==> src/hw/rtl/bst_pkg.sv <==
// shared types and constants of the bencode stream tokenizer
package bst_pkg;

  // token codes on the result channel
  typedef enum logic [2:0] {
    EV_INT   = 3'd0,
    EV_LIST  = 3'd1,
    EV_DICT  = 3'd2,
    EV_CLOSE = 3'd3,
    EV_HDR   = 3'd4,
    EV_BYTE  = 3'd5,
    EV_ERROR = 3'd6
  } event_t;

  // error codes reported with an error token
  typedef enum logic [2:0] {
    ERR_NONE      = 3'd0,
    ERR_BAD_LEAD  = 3'd1,
    ERR_BAD_DIGIT = 3'd2,
    ERR_RANGE     = 3'd3,
    ERR_OVERFLOW  = 3'd4,
    ERR_UNDERFLOW = 3'd5,
    ERR_KEY       = 3'd6
  } err_t;

  // stack entry: bit 0 marks a dictionary, bit 1 a dictionary awaiting a value
  typedef logic [1:0] entry_t;
  localparam entry_t ENTRY_KEY_SLOT   = 2'b01;
  localparam entry_t ENTRY_VALUE_SLOT = 2'b11;

  // stream characters
  localparam logic [7:0] CH_INT   = 8'h69; // i
  localparam logic [7:0] CH_LIST  = 8'h6C; // l
  localparam logic [7:0] CH_DICT  = 8'h64; // d
  localparam logic [7:0] CH_END   = 8'h65; // e
  localparam logic [7:0] CH_COLON = 8'h3A; // :
  localparam logic [7:0] CH_MINUS = 8'h2D; // -
  localparam logic [7:0] CH_ZERO  = 8'h30;
  localparam logic [7:0] CH_NINE  = 8'h39;

  // numeric limits
  localparam logic [31:0] INT_POS_MAX = 32'h7FFF_FFFF;
  localparam logic [35:0] INT_MAG_MAX = 36'h0_8000_0000;

  // stack operations requested by the parser
  typedef struct packed {
    logic clear;
    logic push;
    logic push_dict;
    logic pop;
    logic toggle;
  } stk_req_t;

  // one token, without the depth
  typedef struct packed {
    event_t             ev;
    logic signed [31:0] int_value;
    logic [31:0]        str_length;
    logic [7:0]         payload_byte;
    logic               last_byte;
    logic               is_key;
    logic               top_done;
    err_t               error_code;
  } res_t;

endpackage

==> src/hw/rtl/bst_in_if.sv <==
// request channel carrying stream bytes
interface bst_in_if;
  logic       valid;
  logic       ready;
  logic [7:0] data_byte;
  logic       restart;

  modport source (output valid, output data_byte, output restart, input ready);
  modport sink (input valid, input data_byte, input restart, output ready);
endinterface

==> src/hw/rtl/bst_out_if.sv <==
// request channel carrying tokens
interface bst_out_if;
  logic               valid;
  logic               ready;
  logic [2:0]         event_res;
  logic signed [31:0] int_value;
  logic [31:0]        str_length;
  logic [7:0]         payload_byte;
  logic               last_byte;
  logic               is_key;
  logic [5:0]         nest_depth;
  logic               top_done;
  logic [2:0]         error_code;

  modport source (output valid, output event_res, output int_value, output str_length,
                  output payload_byte, output last_byte, output is_key,
                  output nest_depth, output top_done, output error_code, input ready);
  modport sink (input valid, input event_res, input int_value, input str_length,
                input payload_byte, input last_byte, input is_key,
                input nest_depth, input top_done, input error_code, output ready);
endinterface

==> src/hw/rtl/bst_ram.sv <==
// generic single write, single read ram with registered read data
module bst_ram #(
  parameter int WIDTH = 2,
  parameter int DEPTH = 32,
  localparam int AW = (DEPTH > 1) ? $clog2(DEPTH) : 1
) (
  input  logic             clk,
  input  logic             we,
  input  logic [AW-1:0]    waddr,
  input  logic [WIDTH-1:0] wdata,
  input  logic [AW-1:0]    raddr,
  output logic [WIDTH-1:0] rdata
);

  logic [WIDTH-1:0] mem [DEPTH];

  // write port and registered read port
  always_ff @(posedge clk) begin
    if (we) begin
      mem[waddr] <= wdata;
    end
    rdata <= mem[raddr];
  end

endmodule

==> src/hw/rtl/bst_stack.sv <==
// container stack: top entry in a register, lower entries in ram with prefetch
module bst_stack
  import bst_pkg::*;
#(
  parameter int STACK_DEPTH = 32,
  localparam int SPW = $clog2(STACK_DEPTH + 1),
  localparam int AW = (STACK_DEPTH > 1) ? $clog2(STACK_DEPTH) : 1
) (
  input  logic           clk,
  input  logic           rst,
  input  logic           fire,
  input  stk_req_t       req,
  output logic [SPW-1:0] sp_cur,
  output entry_t         top_cur,
  output logic [SPW-1:0] sp_next
);

  logic [SPW-1:0] sp;
  entry_t         top;
  entry_t         top_next;
  entry_t         base;
  entry_t         below;
  entry_t         rdata;
  entry_t         fwd_data;
  logic           fwd;
  logic           we;
  logic [AW-1:0]  waddr;
  logic [AW-1:0]  raddr;

  // view of the stack after an optional restart
  assign sp_cur  = req.clear ? '0 : sp;
  assign top_cur = top;

  // entry just below the top, with bypass of a same-cycle write
  assign below = fwd ? fwd_data : rdata;

  // depth and top entry after this request
  always_comb begin
    sp_next = sp;
    if (fire) begin
      if (req.push) begin
        sp_next = sp_cur + SPW'(1);
      end else if (req.pop) begin
        sp_next = sp_cur - SPW'(1);
      end else begin
        sp_next = sp_cur;
      end
    end
    base = req.pop ? below : top;
    top_next = base;
    if (req.toggle && base[0]) begin
      top_next = base ^ 2'b10;
    end
    if (req.push) begin
      top_next = {1'b0, req.push_dict};
    end
  end

  // old top goes to ram on a push; prefetch the entry under the new top
  assign we    = fire && req.push && (sp_cur != '0);
  assign waddr = AW'(sp_cur - SPW'(1));
  assign raddr = (sp_next >= SPW'(2)) ? AW'(sp_next - SPW'(2)) : '0;

  bst_ram #(
    .WIDTH ($bits(entry_t)),
    .DEPTH (STACK_DEPTH)
  ) u_ram (
    .clk   (clk),
    .we    (we),
    .waddr (waddr),
    .wdata (top),
    .raddr (raddr),
    .rdata (rdata)
  );

  // depth, top entry and bypass registers
  always_ff @(posedge clk) begin
    if (rst) begin
      sp  <= '0;
      fwd <= 1'b0;
    end else begin
      sp  <= sp_next;
      fwd <= we && (waddr == raddr);
    end
    fwd_data <= top;
    if (fire) begin
      top <= top_next;
    end
  end

  // depth never passes the stack size
  a_sp_range: assert property (@(posedge clk) disable iff (rst)
    sp <= SPW'(STACK_DEPTH))
    else $error("stack depth beyond size");

  // a push leaves a non-empty stack
  a_push_depth: assert property (@(posedge clk) disable iff (rst)
    fire && req.push |=> sp != '0)
    else $error("push left stack empty");

endmodule

==> src/hw/rtl/bst_parse.sv <==
// byte decoder: parse mode, number accumulators and token building
module bst_parse
  import bst_pkg::*;
#(
  parameter int STACK_DEPTH = 32,
  localparam int SPW = $clog2(STACK_DEPTH + 1)
) (
  input  logic           clk,
  input  logic           rst,
  input  logic           fire,
  input  logic [7:0]     data_byte,
  input  logic           restart,
  input  logic [SPW-1:0] sp_cur,
  input  entry_t         top_cur,
  output stk_req_t       req,
  output logic           res_valid,
  output res_t           res
);

  typedef enum logic [1:0] {
    MODE_VALUE,
    MODE_INT,
    MODE_LEN,
    MODE_STR
  } mode_t;

  mode_t       mode;
  mode_t       mode_eff;
  mode_t       mode_next;
  logic [31:0] int_accum;
  logic [31:0] int_accum_next;
  logic        neg;
  logic        neg_next;
  logic [31:0] len_accum;
  logic [31:0] len_accum_next;
  logic [31:0] remain;
  logic [31:0] remain_next;
  logic [31:0] remain_dec;
  logic        sticky;
  logic        sticky_eff;
  logic        sticky_next;
  logic        is_digit;
  logic [3:0]  digit;
  logic [35:0] int_x10;
  logic [35:0] len_x10;
  logic        key_slot;
  logic        wants_value;
  logic        fail;
  err_t        fail_code;

  // byte classes and the times-ten accumulate
  assign is_digit    = (data_byte >= CH_ZERO) && (data_byte <= CH_NINE);
  assign digit       = data_byte[3:0];
  assign int_x10     = {1'b0, int_accum, 3'b000} + {3'b000, int_accum, 1'b0} + {32'd0, digit};
  assign len_x10     = {1'b0, len_accum, 3'b000} + {3'b000, len_accum, 1'b0} + {32'd0, digit};
  assign key_slot    = (sp_cur != '0) && (top_cur == ENTRY_KEY_SLOT);
  assign wants_value = (sp_cur != '0) && (top_cur == ENTRY_VALUE_SLOT);
  assign remain_dec  = (remain != '0) ? remain - 32'd1 : '0;
  assign mode_eff    = restart ? MODE_VALUE : mode;
  assign sticky_eff  = restart ? 1'b0 : sticky;

  // per-byte decision
  always_comb begin
    mode_next      = mode_eff;
    int_accum_next = int_accum;
    neg_next       = neg;
    len_accum_next = len_accum;
    remain_next    = remain;
    sticky_next    = sticky_eff;
    res_valid      = 1'b0;
    res            = '0;
    req            = '0;
    req.clear      = restart;
    fail           = 1'b0;
    fail_code      = ERR_NONE;
    if (!sticky_eff) begin
      unique case (mode_eff)
        MODE_INT: begin
          if (data_byte == CH_END) begin
            if (!neg && (int_accum > INT_POS_MAX)) begin
              fail      = 1'b1;
              fail_code = ERR_RANGE;
            end else begin
              mode_next     = MODE_VALUE;
              res_valid     = 1'b1;
              res.ev        = EV_INT;
              res.int_value = neg ? -int_accum : int_accum;
              res.top_done  = (sp_cur == '0);
              req.toggle    = 1'b1;
            end
          end else if (data_byte == CH_MINUS) begin
            neg_next = 1'b1;
          end else if (!is_digit) begin
            fail      = 1'b1;
            fail_code = ERR_BAD_DIGIT;
          end else if (int_x10 > INT_MAG_MAX) begin
            fail      = 1'b1;
            fail_code = ERR_RANGE;
          end else begin
            int_accum_next = int_x10[31:0];
          end
        end
        MODE_LEN: begin
          if (data_byte == CH_COLON) begin
            res_valid      = 1'b1;
            res.ev         = EV_HDR;
            res.is_key     = key_slot;
            res.str_length = len_accum;
            if (len_accum == '0) begin
              mode_next    = MODE_VALUE;
              res.top_done = (sp_cur == '0);
              req.toggle   = 1'b1;
            end else begin
              mode_next   = MODE_STR;
              remain_next = len_accum;
            end
          end else if (!is_digit) begin
            fail      = 1'b1;
            fail_code = ERR_BAD_DIGIT;
          end else if (len_x10[35:32] != '0) begin
            fail      = 1'b1;
            fail_code = ERR_RANGE;
          end else begin
            len_accum_next = len_x10[31:0];
          end
        end
        MODE_STR: begin
          remain_next      = remain_dec;
          res_valid        = 1'b1;
          res.ev           = EV_BYTE;
          res.payload_byte = data_byte;
          res.is_key       = key_slot;
          res.last_byte    = (remain_dec == '0);
          if (remain_dec == '0) begin
            mode_next    = MODE_VALUE;
            res.top_done = (sp_cur == '0);
            req.toggle   = 1'b1;
          end
        end
        MODE_VALUE: begin
          if (data_byte == CH_END) begin
            if (sp_cur == '0) begin
              fail      = 1'b1;
              fail_code = ERR_UNDERFLOW;
            end else if (wants_value) begin
              fail      = 1'b1;
              fail_code = ERR_BAD_LEAD;
            end else begin
              req.pop      = 1'b1;
              req.toggle   = 1'b1;
              res_valid    = 1'b1;
              res.ev       = EV_CLOSE;
              res.top_done = (sp_cur == SPW'(1));
            end
          end else if (key_slot && !is_digit) begin
            fail      = 1'b1;
            fail_code = ERR_KEY;
          end else if (is_digit) begin
            len_accum_next = {28'd0, digit};
            mode_next      = MODE_LEN;
          end else if (data_byte == CH_INT) begin
            int_accum_next = '0;
            neg_next       = 1'b0;
            mode_next      = MODE_INT;
          end else if ((data_byte == CH_LIST) || (data_byte == CH_DICT)) begin
            if (sp_cur >= SPW'(STACK_DEPTH)) begin
              fail      = 1'b1;
              fail_code = ERR_OVERFLOW;
            end else begin
              req.push      = 1'b1;
              req.push_dict = (data_byte == CH_DICT);
              res_valid     = 1'b1;
              res.ev        = (data_byte == CH_DICT) ? EV_DICT : EV_LIST;
            end
          end else begin
            fail      = 1'b1;
            fail_code = ERR_BAD_LEAD;
          end
        end
        default: begin
          mode_next = MODE_VALUE;
        end
      endcase
    end
    // error token: parser halts until a restart
    if (fail) begin
      sticky_next    = 1'b1;
      mode_next      = MODE_VALUE;
      res_valid      = 1'b1;
      res            = '0;
      res.ev         = EV_ERROR;
      res.error_code = fail_code;
    end
  end

  // parser state
  always_ff @(posedge clk) begin
    if (rst) begin
      mode   <= MODE_VALUE;
      sticky <= 1'b0;
    end else if (fire) begin
      mode   <= mode_next;
      sticky <= sticky_next;
    end
    if (fire) begin
      int_accum <= int_accum_next;
      neg       <= neg_next;
      len_accum <= len_accum_next;
      remain    <= remain_next;
    end
  end

  // a halted parser always sits waiting for a value
  a_sticky_mode: assert property (@(posedge clk) disable iff (rst)
    sticky |-> mode == MODE_VALUE)
    else $error("halted parser left in number or string mode");

endmodule

==> src/hw/rtl/bencode_stream_tokenizer.sv <==
// top level of the bencode stream tokenizer
//
//   channel  | dir | payload
//   ---------+-----+---------------------------------------------------------
//   stream   | in  | data_byte, restart
//   tokens   | out | event_res, int_value, str_length, payload_byte, last_byte,
//            |     | is_key, nest_depth, top_done, error_code
//
// one byte per cycle sustained while tokens are taken; a byte's token passes the
// input register, then decode into the token register
// the container stack keeps its top in a register and prefetches the entry
// below it from ram, so a close never waits on a ram read
// rst is synchronous; it empties the stack and clears the parser halt
// a stalled token register holds the decoder, and the input register then fills
module bencode_stream_tokenizer
  import bst_pkg::*;
#(
  parameter int STACK_DEPTH = 32
) (
  input logic    clk,
  input logic    rst,
  bst_in_if.sink    stream,
  bst_out_if.source tokens
);

  localparam int SPW = $clog2(STACK_DEPTH + 1);

  logic           s1_valid;
  logic [7:0]     s1_byte;
  logic           s1_restart;
  logic           fire;
  logic           out_valid;
  stk_req_t       req;
  logic [SPW-1:0] sp_cur;
  logic [SPW-1:0] sp_next;
  entry_t         top_cur;
  logic           res_valid;
  res_t           res;
  res_t           out_res;
  logic [5:0]     out_depth;

  // decode proceeds when the token register is free or being drained
  assign fire         = s1_valid && (!out_valid || tokens.ready);
  assign stream.ready = !s1_valid || fire;

  // input register
  always_ff @(posedge clk) begin
    if (rst) begin
      s1_valid <= 1'b0;
    end else if (stream.valid && stream.ready) begin
      s1_valid <= 1'b1;
    end else if (fire) begin
      s1_valid <= 1'b0;
    end
    if (stream.valid && stream.ready) begin
      s1_byte    <= stream.data_byte;
      s1_restart <= stream.restart;
    end
  end

  bst_parse #(
    .STACK_DEPTH (STACK_DEPTH)
  ) u_parse (
    .clk       (clk),
    .rst       (rst),
    .fire      (fire),
    .data_byte (s1_byte),
    .restart   (s1_restart),
    .sp_cur    (sp_cur),
    .top_cur   (top_cur),
    .req       (req),
    .res_valid (res_valid),
    .res       (res)
  );

  bst_stack #(
    .STACK_DEPTH (STACK_DEPTH)
  ) u_stack (
    .clk     (clk),
    .rst     (rst),
    .fire    (fire),
    .req     (req),
    .sp_cur  (sp_cur),
    .top_cur (top_cur),
    .sp_next (sp_next)
  );

  // token register
  always_ff @(posedge clk) begin
    if (rst) begin
      out_valid <= 1'b0;
    end else if (fire && res_valid) begin
      out_valid <= 1'b1;
    end else if (tokens.ready) begin
      out_valid <= 1'b0;
    end
    if (fire && res_valid) begin
      out_res   <= res;
      out_depth <= 6'(sp_next);
    end
  end

  assign tokens.valid        = out_valid;
  assign tokens.event_res    = out_res.ev;
  assign tokens.int_value    = out_res.int_value;
  assign tokens.str_length   = out_res.str_length;
  assign tokens.payload_byte = out_res.payload_byte;
  assign tokens.last_byte    = out_res.last_byte;
  assign tokens.is_key       = out_res.is_key;
  assign tokens.nest_depth   = out_depth;
  assign tokens.top_done     = out_res.top_done;
  assign tokens.error_code   = out_res.error_code;

  // input side stalls only behind a held byte
  a_stall_reason: assert property (@(posedge clk) disable iff (rst)
    !stream.ready |-> s1_valid)
    else $error("input stalled with empty input register");

  // error code present exactly on error tokens
  a_err_token: assert property (@(posedge clk) disable iff (rst)
    tokens.valid |-> ((out_res.ev == EV_ERROR) == (out_res.error_code != ERR_NONE)))
    else $error("error code does not match token kind");

endmodule

==> src/flat_wrapper.sv <==
// flat-port wrapper written by rule: the top's interface ports become plain ports
module bencode_stream_tokenizer_flat import bst_pkg::*;
#(
  parameter int STACK_DEPTH = 32
)
  (clk, rst, stream_valid, stream_data_byte, stream_restart, stream_ready, tokens_valid, tokens_event_res, tokens_int_value, tokens_str_length, tokens_payload_byte, tokens_last_byte, tokens_is_key, tokens_nest_depth, tokens_top_done, tokens_error_code, tokens_ready);
  bst_in_if stream_i ();
  bst_out_if tokens_i ();
  input logic clk;
  input logic rst;
  input wire logic [$bits(stream_i.valid)-1:0] stream_valid;
  input wire logic [$bits(stream_i.data_byte)-1:0] stream_data_byte;
  input wire logic [$bits(stream_i.restart)-1:0] stream_restart;
  output wire logic [$bits(stream_i.ready)-1:0] stream_ready;
  output wire logic [$bits(tokens_i.valid)-1:0] tokens_valid;
  output wire logic [$bits(tokens_i.event_res)-1:0] tokens_event_res;
  output wire logic [$bits(tokens_i.int_value)-1:0] tokens_int_value;
  output wire logic [$bits(tokens_i.str_length)-1:0] tokens_str_length;
  output wire logic [$bits(tokens_i.payload_byte)-1:0] tokens_payload_byte;
  output wire logic [$bits(tokens_i.last_byte)-1:0] tokens_last_byte;
  output wire logic [$bits(tokens_i.is_key)-1:0] tokens_is_key;
  output wire logic [$bits(tokens_i.nest_depth)-1:0] tokens_nest_depth;
  output wire logic [$bits(tokens_i.top_done)-1:0] tokens_top_done;
  output wire logic [$bits(tokens_i.error_code)-1:0] tokens_error_code;
  input wire logic [$bits(tokens_i.ready)-1:0] tokens_ready;
  assign stream_i.valid = stream_valid;
  assign stream_i.data_byte = stream_data_byte;
  assign stream_i.restart = stream_restart;
  assign stream_ready = stream_i.ready;
  assign tokens_valid = tokens_i.valid;
  assign tokens_event_res = tokens_i.event_res;
  assign tokens_int_value = tokens_i.int_value;
  assign tokens_str_length = tokens_i.str_length;
  assign tokens_payload_byte = tokens_i.payload_byte;
  assign tokens_last_byte = tokens_i.last_byte;
  assign tokens_is_key = tokens_i.is_key;
  assign tokens_nest_depth = tokens_i.nest_depth;
  assign tokens_top_done = tokens_i.top_done;
  assign tokens_error_code = tokens_i.error_code;
  assign tokens_i.ready = tokens_ready;
  bencode_stream_tokenizer #(.STACK_DEPTH(STACK_DEPTH)) u_core (.clk(clk), .rst(rst), .stream(stream_i), .tokens(tokens_i));
endmodule
==> config.mk <==
export PLATFORM = sky130hd
export DESIGN_NAME = bencode_stream_tokenizer_flat
export DESIGN_NICKNAME = d
export VERILOG_FILES = /design/src/hw/rtl/bst_pkg.sv /design/src/hw/rtl/bst_in_if.sv /design/src/hw/rtl/bst_out_if.sv /design/src/hw/rtl/bst_ram.sv /design/src/hw/rtl/bst_stack.sv /design/src/hw/rtl/bst_parse.sv /design/src/hw/rtl/bencode_stream_tokenizer.sv /design/src/flat_wrapper.sv
export SDC_FILE = /design/constraint.sdc
export NUM_CORES = 1
export LEC_CHECK = 0
export BUFFER_PORTS_ARGS = -buffer_cell sky130_fd_sc_hd__buf_4
export CAP_MARGIN = 10
export CORE_ASPECT_RATIO = 0.75
export CORE_UTILIZATION = 55
export CTS_CLUSTER_SIZE = 16
export DETAILED_ROUTE_END_ITERATION = 10
export HOLD_SLACK_MARGIN = 0.05
export PLACE_DENSITY = 0.73
export SLEW_MARGIN = 10
export SYNTH_ARGS = -nofsm -noshare
export SYNTH_HDL_FRONTEND = slang
export SYNTH_SLANG_ARGS = --single-unit
==> constraint.sdc <==
create_clock -name clk -period 10.6 [get_ports clk]
set_input_delay 0.53 -clock clk [delete_from_list [all_inputs] [get_ports clk]]
set_output_delay 0.53 -clock clk [all_outputs]
set_load 0.01 [all_outputs]
==> reports/qor.csv <==
stage,metric,value,unit
pwr,leakagePower,7.68,nW
critical_path,startpoint_type,register,
grt,use_met2,42.5,%
grt,gr-usage-met3,4.62,%
detailed_routing,drtIter0Drc,1616,
place,io_buffers,101,
logic_synthesis,synthDistinctLibCells,91,
floorplanning,core,32500,um^2
clock_network,clock_path_buffers,3,
logic_synthesis,synth-seq-area-share,44.4,%
timing,worst_slew_pin_slew,1190,ps
logic_synthesis,synth_nets,1987,
logic_synthesis,ys.flop_type,edfxtp_1,
logic_synthesis,synth_edf_count,259,
logic_synthesis,ys_top_cells_by_count,"edfxtp_1, nor2_1, nand2_1, ha_1, a21oi_1",
grt,grt_busiest_layer,met1,
clock_network,cts_hold_buf,0,
logic_synthesis,synth_top_area_cell,edfxtp_1,
timing,hold_violations,0,
clock_network,clk_latency,590,ps
critical_path,cp_slowest_cell,a21oi_4,
logic_synthesis,synth-seq-cells,275,
layout,nNetsFinal,2055,
timing,max_freq,0.174,GHz
place,placed_area,19400,um^2
critical_path,required,10780,ps
logic_synthesis,netlist.area_leader.share,42.7,%
timing,finalCritPeriodShare,54.2,%
clock_network,clock-root-buffer,clkbuf_16,
pwr,powerDensity,117,nW/um^2
hold_path,holdCritPathClass,in -> reg,
critical_path,end_kind,register,
grt,grt.overflow.total,0,
detailed_routing,wl_per_cell,21.2,um
timing,maxSlewHeadroom,20.7,%
floorplanning,rows,57,
detailed_routing,vias,15200,
critical_path,path_class,reg -> reg,
layout,drive_gt1_share,10.8,%
critical_path,crit_buf_inv,2,
timing,finClkSkew,27.0,ps
floorplanning,die_y,160,um
critical_path,crit_path_max_incr_delay,960,ps
layout,antenna_cells,0,
grt,grt_pass1_wl,78600,um
clock_network,post-cts-setup-buffer-count,0,
detailed_routing,drt-total-wl,50300,um
critical_path,crit_fanout,32,
logic_synthesis,syn_avg_cell_area,9.94,um^2
logic_synthesis,async_flop_share,0,%
grt,grt_max_degree,66,
place,place.gp.congestion,0.982,
run,cap_viol_max_count,0,
timing,setup_violations,0,
timing,rsz0062_at_grt,no,
clock_network,cts_tree,done,
detailed_routing,route.detailed.drc,0,
timing,setup_tns,0,ps
floorplanning,dieArea,33900,um^2
layout,finish.instance_area,20400,um^2
timing,min_period,5740,ps
critical_path,arrival,5930,ps
logic_synthesis,yosysWarnings,0,
logic_synthesis,synth_area_leaders,"edfxtp_1, ha_1, nor2_1",
grt,antenna_found_initial,0,
detailed_routing,drt_first_pass_iters,7,
grt,grt_usage,29.4,%
logic_synthesis,synthCells,1835,
floorplanning,initial_utilization,56.1,%
place,hpwl,36300,um
logic_synthesis,syn_area,18200,um^2
grt,gr-usage-met1,46.1,%
layout,area_growth_syn_to_layout,11.9,%
clock_network,cts_sinks,275,
outcome,status,finished clean,
clock_network,cts_resized,0,
timing,final_max_slew_viol_count,0,
logic_synthesis,synth_most_common_cell,edfxtp_1,
grt,grt_pass1_vias,14000,
clock_network,cts_max_level,1,
critical_path,path_delay_family,compound AO/OA/AOI/OAI gates,
clock_network,clkSlewWorstSetupHoldPaths,60,ps
critical_path,crit_path_cell_trace,inv_1 -> fa_1 -> inv_1 -> fa_1 -> a21o_1 -> a221o_1 -> a41o_1 -> or3_1 -> a311oi_1 -> xnor2_1 -> nor4_1 -> a31oi_1 -> nor3_1 -> o21ai_0 -> a21oi_4,
pwr,ir_worst_vdd,0.141,mV
detailed_routing,via_per_inst,6.42,
clock_network,cts_buffers,29,
detailed_routing,ant_nets,0,
floorplanning,io_pins,102,
floorplanning,die_x,212,um
==> where the power goes <==
part,internal [mW],switching [mW]
clock,0.633,0.455
sequential,1.20,0.0125
combinational,0.0366,0.0586
==> state kept, by name, summed over array words and instances, names as in the netlist, 2 cells and up <==
name and cells:
u_core.s1_byte 8, u_core.tokens.error_code 3, u_core.tokens.event_res 3, u_core.tokens.int_value 32
u_core.tokens.nest_depth 6, u_core.tokens.payload_byte 8, u_core.tokens.str_length 32, u_core.u_parse.int_accum 32
u_core.u_parse.len_accum 32, u_core.u_parse.mode 2, u_core.u_parse.remain 32, u_core.u_stack.fwd_data 2
u_core.u_stack.sp 6, u_core.u_stack.top_cur 2, u_core.u_stack.u_ram.mem 64, u_core.u_stack.u_ram.rdata 2
==> layer usage <==
| layer | share of wire, % | wire length, um | vias to the layer above |
|---|---|---|---|
| li1 | - | - | 7123 |
| met1 | 47 | 23700 | 7282 |
| met2 | 42 | 21200 | 703 |
| met3 | 8.4 | 4220 | 92 |
| met4 | 2.3 | 1150 | 0 |
| met5 | 0 | 0 | - |
==> worst reg2reg max path: stages, from the launching register on <==
cell	delay [ps]
edfxtp_1	430
inv_1	200
fa_1	520
inv_1	70
fa_1	460
a21o_1	220
a221o_1	430
a41o_1	320
or3_1	410
a311oi_1	330
xnor2_1	120
nor4_1	310
a31oi_1	170
nor3_1	220
o21ai_0	170
a21oi_4	960
==> through the flow <==
stage,utilization (%),setup WS [ps],hold slack [ps],power (mW),std cells
global route,62.7,4460,105,2.46,2368
CTS,62.7,4820,101,2.41,2368
detailed placement,59.6,4840,573,1.33,2314
global placement,59.6,5170,544,1.33,2314
floorplan,-,1790,530,1.28,1835
finish,62.7,4860,121,2.39,2368
==> cells by family (layout without fill, tap and decap cells) <==
logic type | count (synthesis) | after routing | share of synthesized area (%)
and+or+nand+nor | 729 | 729 | 20.7
AOI/OAI and AO/OA | 432 | 432 | 16.1
DFF | 275 | 275 | 44.4
adders and majority gates | 139 | 139 | 9.70
buffers and inverters | 133 | 224 | 2.84
xor gates and xnor gates | 113 | 113 | 5.43
muxes | 14 | 14 | 0.789
==> placed cells by master, fill, tap and decap left out, types with 26 or more instances in the layout <==
cell,instances
and2_1,26
nand3_1,47
a21oi_1,92
o31ai_1,40
inv_1,48
nand2_1,176
nor4_1,31
xnor2_1,49
xor2_1,64
ha_1,135
buf_4,117
nor2_1,208
nand4_1,31
edfxtp_1,259
clkbuf_16,29
a21o_1,37
o21ai_0,82
nor3_1,47
==> area by class of cell <==
type | instances | area (um^2)
clock inverters | 22 | 259
flip-flops and latches | 275 | 8100
clock buffers | 32 | 747
multi-input cells | 1427 | 9660
repair buffers | 117 | 878
fillers | 2688 | 12100
inverters | 53 | 199
well taps | 442 | 553
==> final timing paths <==
kind	start	to	slack, ps	cells after the start
worst min register to register	u_core.s1_byte[5]	u_core.tokens.payload_byte[5]	590	1
worst max-delay path	u_core.s1_byte[3]	u_core.u_parse.int_accum[28]	4860	15
worst min-delay path	stream_data_byte[0]	u_core.s1_byte[0]	120	1
worst max register to register	u_core.s1_byte[3]	u_core.u_parse.int_accum[28]	4860	15
Power figures use the tool's default switching activity.
